--- config.mk ---
export PLATFORM = sky130hd
export DESIGN_NAME = image_receive_verifier
export DESIGN_NICKNAME = d
export VERILOG_FILES = /design/src/rtl/irv_pkg.sv /design/src/rtl/irv_step.sv /design/src/rtl/image_receive_verifier.sv
export SDC_FILE = /design/constraint.sdc
export NUM_CORES = 1
export LEC_CHECK = 0
export BUFFER_PORTS_ARGS = -buffer_cell sky130_fd_sc_hd__buf_2
export CELL_PAD_IN_SITES_DETAIL_PLACEMENT = 0
export CELL_PAD_IN_SITES_GLOBAL_PLACEMENT = 1
export CORE_MARGIN = 4
export CORE_UTILIZATION = 45
export CTS_CLUSTER_DIAMETER = 30
export DETAILED_ROUTE_END_ITERATION = 10
export PLACE_DENSITY = 0.91
export SYNTH_ARGS = -nofsm -noshare
export SYNTH_HDL_FRONTEND = slang
export SYNTH_SLANG_ARGS = --single-unit
export TNS_END_PERCENT = 10
--- constraint.sdc ---
create_clock -name clock -period 5.5 [get_ports clock]
set_clock_uncertainty 0.15 [all_clocks]
set_input_delay 0.55 -clock clock [delete_from_list [all_inputs] [get_ports clock]]
set_output_delay 0.55 -clock clock [all_outputs]
set_load 0.05 [all_outputs]
--- src/rtl/irv_pkg.sv ---
// ----------------------------------------------------------------------------
// Image receive verifier package
// Shared opcodes, status codes, register indexes, the result record and the
// byte-wide reflected CRC-32 update.
// ----------------------------------------------------------------------------
package irv_pkg;

   typedef enum logic [1:0] {
      OP_START  = 2'd0,
      OP_DATA   = 2'd1,
      OP_FINISH = 2'd2,
      OP_ABORT  = 2'd3
   } opcode_type;

   typedef enum logic [2:0] {
      ST_OK        = 3'd0,
      ST_BAD_ARG   = 3'd1,
      ST_BAD_STATE = 3'd2,
      ST_OVERFLOW  = 3'd3,
      ST_SHORT     = 3'd4,
      ST_CRC_BAD   = 3'd5
   } status_type;

   localparam logic REG_EXPECTED_LENGTH = 1'b0;
   localparam logic REG_EXPECTED_CRC    = 1'b1;

   localparam logic [31:0] CRC_POLY = 32'hEDB8_8320;
   localparam logic [31:0] CRC_INIT = 32'hFFFF_FFFF;

   typedef struct packed {
      logic [23:0] bytes_received;
      logic [31:0] crc_value;
      status_type  status;
   } result_type;

   function automatic logic [31:0] crc32_byte(input logic [31:0] crc,
                                              input logic [7:0]  data);
      logic [31:0] c;
      c = crc ^ {24'd0, data};
      for (int i = 0; i < 8; i++) begin
         c = c[0] ? ((c >> 1) ^ CRC_POLY) : (c >> 1);
      end
      return c;
   endfunction

endpackage

--- src/rtl/irv_step.sv ---
// ----------------------------------------------------------------------------
// Image receive verifier session step
// Decodes one item against the session state and the live registers, and
// produces the next state together with the result record.
// ----------------------------------------------------------------------------
module irv_step #(
   parameter int LENGTH_BITS = 24
) (
   input  irv_pkg::opcode_type      opcode,
   input  logic [7:0]               data_byte,
   input  logic                     session_open,
   input  logic [31:0]              running_crc,
   input  logic [LENGTH_BITS-1:0]   byte_count,
   input  logic [LENGTH_BITS-1:0]   expected_length,
   input  logic [31:0]              expected_crc,
   output logic                     session_open_in,
   output logic [31:0]              running_crc_in,
   output logic [LENGTH_BITS-1:0]   byte_count_in,
   output irv_pkg::result_type      result
);

   irv_pkg::status_type status;

   always_comb begin
      status          = irv_pkg::ST_OK;
      session_open_in = session_open;
      running_crc_in  = running_crc;
      byte_count_in   = byte_count;
      unique case (opcode)
         irv_pkg::OP_START: begin
            if (expected_length == '0) begin
               status = irv_pkg::ST_BAD_ARG;
            end else if (session_open) begin
               status = irv_pkg::ST_BAD_STATE;
            end else begin
               session_open_in = 1'b1;
               running_crc_in  = irv_pkg::CRC_INIT;
               byte_count_in   = '0;
            end
         end
         irv_pkg::OP_DATA: begin
            if (!session_open) begin
               status = irv_pkg::ST_BAD_ARG;
            end else if (byte_count >= expected_length) begin
               status = irv_pkg::ST_OVERFLOW;
            end else begin
               byte_count_in  = byte_count + LENGTH_BITS'(1);
               running_crc_in = irv_pkg::crc32_byte(running_crc, data_byte);
            end
         end
         irv_pkg::OP_FINISH: begin
            if (!session_open) begin
               status = irv_pkg::ST_BAD_STATE;
            end else begin
               if (byte_count != expected_length) begin
                  status = irv_pkg::ST_SHORT;
               end else if ((expected_crc != 32'd0) && (~running_crc != expected_crc)) begin
                  status = irv_pkg::ST_CRC_BAD;
               end
               session_open_in = 1'b0;
            end
         end
         irv_pkg::OP_ABORT: begin
            session_open_in = 1'b0;
         end
         default: begin
            session_open_in = session_open;
         end
      endcase
   end

   assign result.status         = status;
   assign result.crc_value      = ~running_crc_in;
   assign result.bytes_received = 24'(byte_count_in);

endmodule

--- src/rtl/image_receive_verifier.sv ---
// ----------------------------------------------------------------------------
// Image receive verifier
// Each result is registered in the output stage when its item is accepted.
// Throughput: one item per cycle while the skid entry is empty, set by the
// byte-wide CRC-32 update in the session step logic; a two-entry output
// stage keeps req_tready registered. Reset is synchronous: no session, CRC
// all ones, count and registers zero, and the output stage empty.
// ----------------------------------------------------------------------------
module image_receive_verifier #(
   parameter int LENGTH_BITS = 24
) (
   input  logic        clock,
   input  logic        reset,
   input  logic        req_tvalid,
   output logic        req_tready,
   input  logic [7:0]  req_tdata,   // [7:0] data_byte
   input  logic [1:0]  req_tuser,   // [1:0] opcode
   output logic        rsp_tvalid,
   input  logic        rsp_tready,
   output logic [55:0] rsp_tdata,   // [31:0] crc_value, [55:32] bytes_received
   output logic [2:0]  rsp_tuser,   // [2:0] status
   input  logic        csr_psel,
   input  logic        csr_penable,
   input  logic        csr_pwrite,
   input  logic [2:0]  csr_paddr,
   input  logic [31:0] csr_pwdata,
   output logic [31:0] csr_prdata,
   output logic        csr_pready
);

   logic                   session_open_ff;
   logic                   session_open_in;
   logic [31:0]            running_crc_ff;
   logic [31:0]            running_crc_in;
   logic [LENGTH_BITS-1:0] byte_count_ff;
   logic [LENGTH_BITS-1:0] byte_count_in;
   logic [LENGTH_BITS-1:0] expected_length_ff;
   logic [31:0]            expected_crc_ff;
   logic                   rsp_valid_ff;
   logic                   skid_valid_ff;
   irv_pkg::result_type    rsp_data_ff;
   irv_pkg::result_type    skid_data_ff;
   irv_pkg::result_type    step_result;
   logic                   req_accept;
   logic                   csr_write;
   logic                   load_rsp;

   assign req_tready = !skid_valid_ff;
   assign req_accept = req_tvalid && req_tready;
   assign csr_write  = csr_psel && csr_penable && csr_pwrite && csr_pready;
   assign csr_pready = 1'b1;
   assign load_rsp   = !rsp_valid_ff || rsp_tready;

   irv_step #(
      .LENGTH_BITS(LENGTH_BITS)
   ) u_step (
      .opcode          (irv_pkg::opcode_type'(req_tuser)),
      .data_byte       (req_tdata),
      .session_open    (session_open_ff),
      .running_crc     (running_crc_ff),
      .byte_count      (byte_count_ff),
      .expected_length (expected_length_ff),
      .expected_crc    (expected_crc_ff),
      .session_open_in (session_open_in),
      .running_crc_in  (running_crc_in),
      .byte_count_in   (byte_count_in),
      .result          (step_result)
   );

   always_ff @(posedge clock) begin
      if (reset) begin
         session_open_ff    <= 1'b0;
         running_crc_ff     <= irv_pkg::CRC_INIT;
         byte_count_ff      <= '0;
         expected_length_ff <= '0;
         expected_crc_ff    <= '0;
         rsp_valid_ff       <= 1'b0;
         skid_valid_ff      <= 1'b0;
      end else begin
         if (req_accept) begin
            session_open_ff <= session_open_in;
            running_crc_ff  <= running_crc_in;
            byte_count_ff   <= byte_count_in;
         end
         if (csr_write) begin
            unique case (csr_paddr[2])
               irv_pkg::REG_EXPECTED_LENGTH: begin
                  expected_length_ff <= LENGTH_BITS'(csr_pwdata[23:0]);
               end
               irv_pkg::REG_EXPECTED_CRC: begin
                  expected_crc_ff <= csr_pwdata;
               end
               default: begin
                  expected_crc_ff <= expected_crc_ff;
               end
            endcase
         end
         if (req_accept) begin
            if (load_rsp) begin
               rsp_valid_ff <= 1'b1;
            end else begin
               skid_valid_ff <= 1'b1;
            end
         end else if (rsp_valid_ff && rsp_tready) begin
            if (skid_valid_ff) begin
               skid_valid_ff <= 1'b0;
            end else begin
               rsp_valid_ff <= 1'b0;
            end
         end
      end
   end

   always_ff @(posedge clock) begin
      if (req_accept) begin
         if (load_rsp) begin
            rsp_data_ff <= step_result;
         end else begin
            skid_data_ff <= step_result;
         end
      end else if (rsp_valid_ff && rsp_tready && skid_valid_ff) begin
         rsp_data_ff <= skid_data_ff;
      end
   end

   always_comb begin
      unique case (csr_paddr[2])
         irv_pkg::REG_EXPECTED_LENGTH: csr_prdata = 32'(expected_length_ff);
         irv_pkg::REG_EXPECTED_CRC:    csr_prdata = expected_crc_ff;
         default:                      csr_prdata = 32'd0;
      endcase
   end

   assign rsp_tvalid = rsp_valid_ff;
   assign rsp_tdata  = {rsp_data_ff.bytes_received, rsp_data_ff.crc_value};
   assign rsp_tuser  = rsp_data_ff.status;

endmodule

==> qor.yml <==
status:
  status: "finished clean"
placed_design:
  portBuffers: 142
  hpwl_microns: 25100
  place_ws_ps: 1690
  gp_congestion: 0.937
  placed_cell_area_sq_um: 13200
critical_path:
  path_max_fanout: 22
  ff2ff_setup_slack_ps: 1590
  endpoint_kind: "flip-flop"
  r2r_end: "rsp_tdata[28]$_DFFE_PP_"
  crit_type: "flip-flop to flip-flop"
  crit_path_start: "byte_count_ff[23]$_SDFFE_PP0P_"
  cp_data_arrival_time_ps: 4040
  crit_chain: "ha_1 > nand4_1 > o21bai_1 > a211oi_2 > a41oi_1 > nor2_2 > o22ai_1 > mux2_2"
  required_ps: 5630
  start_kind: "flip-flop"
  reg2reg_depth: 8
  crit_path_end: "rsp_tdata[28]$_DFFE_PP_"
  crit_path_max_incr_delay_ps: 860
  crit_slowest_cell: "nor2_2"
  r2r-start: "byte_count_ff[23]$_SDFFE_PP0P_"
clocking:
  cts_sinks: 233
  cts_max_level: 2
  cts_hold_buf: 0
  clkLatencyLatePin_ps: 550
  post_cts_buffers: 0
  numCtsBuffers: 51
  ctsResizeCount: 0
  cts_tree: "built"
  clock_path_buffers: 3
  clk_pin_slew_ps: 50
  root_buffer: "clkbuf_16"
floorplan:
  core_area_sq_um: 26400
  initial_core_util: 0.463
  num_io_pins: 146
  die_w_microns: 173
  die_h_microns: 173
  num_rows: 59
  die_area_sq_um: 29800
timing:
  period_share: 0.710
  worst_pin_slew_ps: 1240
  setup_slack_ps: 1590
  tns_ps: 0
  max-slew-margin-rel: 0.170
  setup_violations: 0
  hold-worst-slack_ps: 65.3
  fin_crit_ps: 3910
  rsz0062_at_grt: "false"
  fmax_mhz: 256
  drv_slew: 0
  hold_violations: 0
global_routing:
  grt_antenna_before_repair: 0
  grt_pass1_wl_microns: 57400
  grt_start_max_net_pins: 60
  use_met2: 0.364
  grt_usage: 0.234
  grt_pass1_vias: 10353
  grt-busiest-layer: "met2"
  use_met3: 0.0459
  met1_usage: 0.333
  overflow: 0
logic_synthesis:
  avgSynthCellArea_sq_um: 9.50
  ys_ff_latch: 233
  yosysUniqueCellTypes: 78
  async_flop_share: 0
  synth_top_area_frac: 0.291
  synth_area_sq_um: 12200
  synth_edf_count: 118
  synth_nets: 1360
  ys_warn_count: 0
  ys_seq_area_frac: 0.479
  synth_flop_cell: "edfxtp_1"
  synthCells: 1283
  yosysTopAreaCell: "edfxtp_1"
  yosys-top-cells-area: "edfxtp_1, dfxtp_1, nand2_1"
power:
  power.static_leakage_nw: 5.70
  power_density_nw_per_um2: 389
  vdd_drop_max_mv: 0.212
  finalPower_mw: 5.83
detailed_routing:
  viasPerCell: 5.95
  vias: 10657
  routedWlPerCell_microns: 20.2
  drcViolationCount: 0
  first_iter_violations: 923
  ant_nets: 0
  drt_first_pass_iters: 5
  routed_wl_microns: 36200
run:
  max_cap_viol_count: 0
hold_path:
  hold_path_class: "primary input to flip-flop"
final_layout:
  post-route-cell-area_sq_um: 15000
  mostFrequentLayoutCells: "nand2_1, buf_2, a21oi_1"
  drive_above_1_share: 0.209
  area_delta_synth_final_pct: 22.8
  n_antenna_cell: 0
  finalNetCount: 1490
  layout_commonest_cell: "nand2_1"
==> kinds of logic (layout without fill, tap and decap cells) <==
family,count (synthesis),in the layout,synth area share
AND/OR/NAND/NOR,429,429,0.164
AO/OA/AOI/OAI,333,333,0.175
flip-flops,233,233,0.479
buffers and inverters,124,297,0.0399
XOR/XNOR,104,104,0.0844
multiplexers,34,34,0.0313
adder cells (fa/ha/maj),25,25,0.0257
other,1,1,0.000308
==> routing by layer <==
metal	share of wire	wire length, microns	vias up
met5	0	0	-
met4	0.025	893	0
met3	0.089	3210	74
met2	0.45	16300	544
met1	0.44	15800	5088
li1	-	-	4951
==> how the worst min path moves through the flow <==
stage,from,to,cells past startpoint
2_1_floorplan,expected_length_ff[10]$_SDFFE_PP0P_,expected_length_ff[10]$_SDFFE_PP0P_,2
3_3_place_gp,expected_length_ff[10]$_SDFFE_PP0P_,expected_length_ff[10]$_SDFFE_PP0P_,2
3_5_place_dp,expected_length_ff[4]$_SDFFE_PP0P_,expected_length_ff[4]$_SDFFE_PP0P_,2
4_1_cts,rsp_tready,skid_valid_ff$_SDFFE_PP0P_,2
5_1_grt,rsp_tready,skid_valid_ff$_SDFFE_PP0P_,2
6_report,rsp_tready,skid_valid_ff$_SDFFE_PP0P_,2
==> power breakdown <==
group	switching [mW]	total, mW	internal [mW]
Sequential	0.0407	1.94	1.90
Clock	0.979	3.18	2.20
Combinational	0.493	0.701	0.208
Total	1.51	5.83	4.31
==> cells in the mapped netlist, types with 3 or more instances <==
cell type / number
a211oi_1: 21
o21ai_1: 14
xnor2_1: 43
ha_1: 25
a21o_1: 6
nand4_1: 23
nor2_1: 73
nand2_1: 196
buf_2: 14
buf_1: 5
a21oi_1: 122
mux2_2: 32
xnor2_2: 5
o21ai_0: 38
a22o_1: 4
a311o_1: 4
and4_1: 4
dfxtp_1: 115
o21a_1: 12
and3_1: 13
o22ai_1: 19
inv_1: 41
a31oi_1: 20
edfxtp_1: 118
nand3_1: 34
nand3b_1: 3
or4_1: 3
o22a_1: 5
or3_1: 4
and2_1: 20
nand2b_1: 5
o211ai_1: 3
a41o_1: 4
o41ai_1: 5
xor2_1: 50
o31ai_1: 8
a2bb2oi_1: 18
nor3_1: 18
clkbuf_1: 63
nor4_1: 23
==> area by class of cell <==
| cell class | count | area (sq um) |
|---|---|---|
| Multi-Input combinational cell | 926 | 5900 |
| Clock inverter | 34 | 470 |
| Inverter | 41 | 154 |
| Fill cell | 2282 | 11400 |
| Tap cell | 335 | 419 |
| Clock buffer | 62 | 1340 |
| Sequential cell | 233 | 5850 |
| Timing Repair Buffer | 160 | 846 |
==> stage by stage <==
stage,std cells,utilization
2_1_floorplan,1283,-
3_3_place_gp,1695,0.499
3_5_place_dp,1695,0.499
4_1_cts,1791,0.568
5_1_grt,1791,0.568
6_report,1791,0.568
==> critical path: cells and delay by family, from the launching register on <==
kind	cells	cell delay (ps)
AND/OR/NAND/NOR	2	1120
AO/OA/AOI/OAI	4	1160
flip-flops	1	530
multiplexers	1	340
adder cells (fa/ha/maj)	1	330
Power figures use the tool's default switching activity.
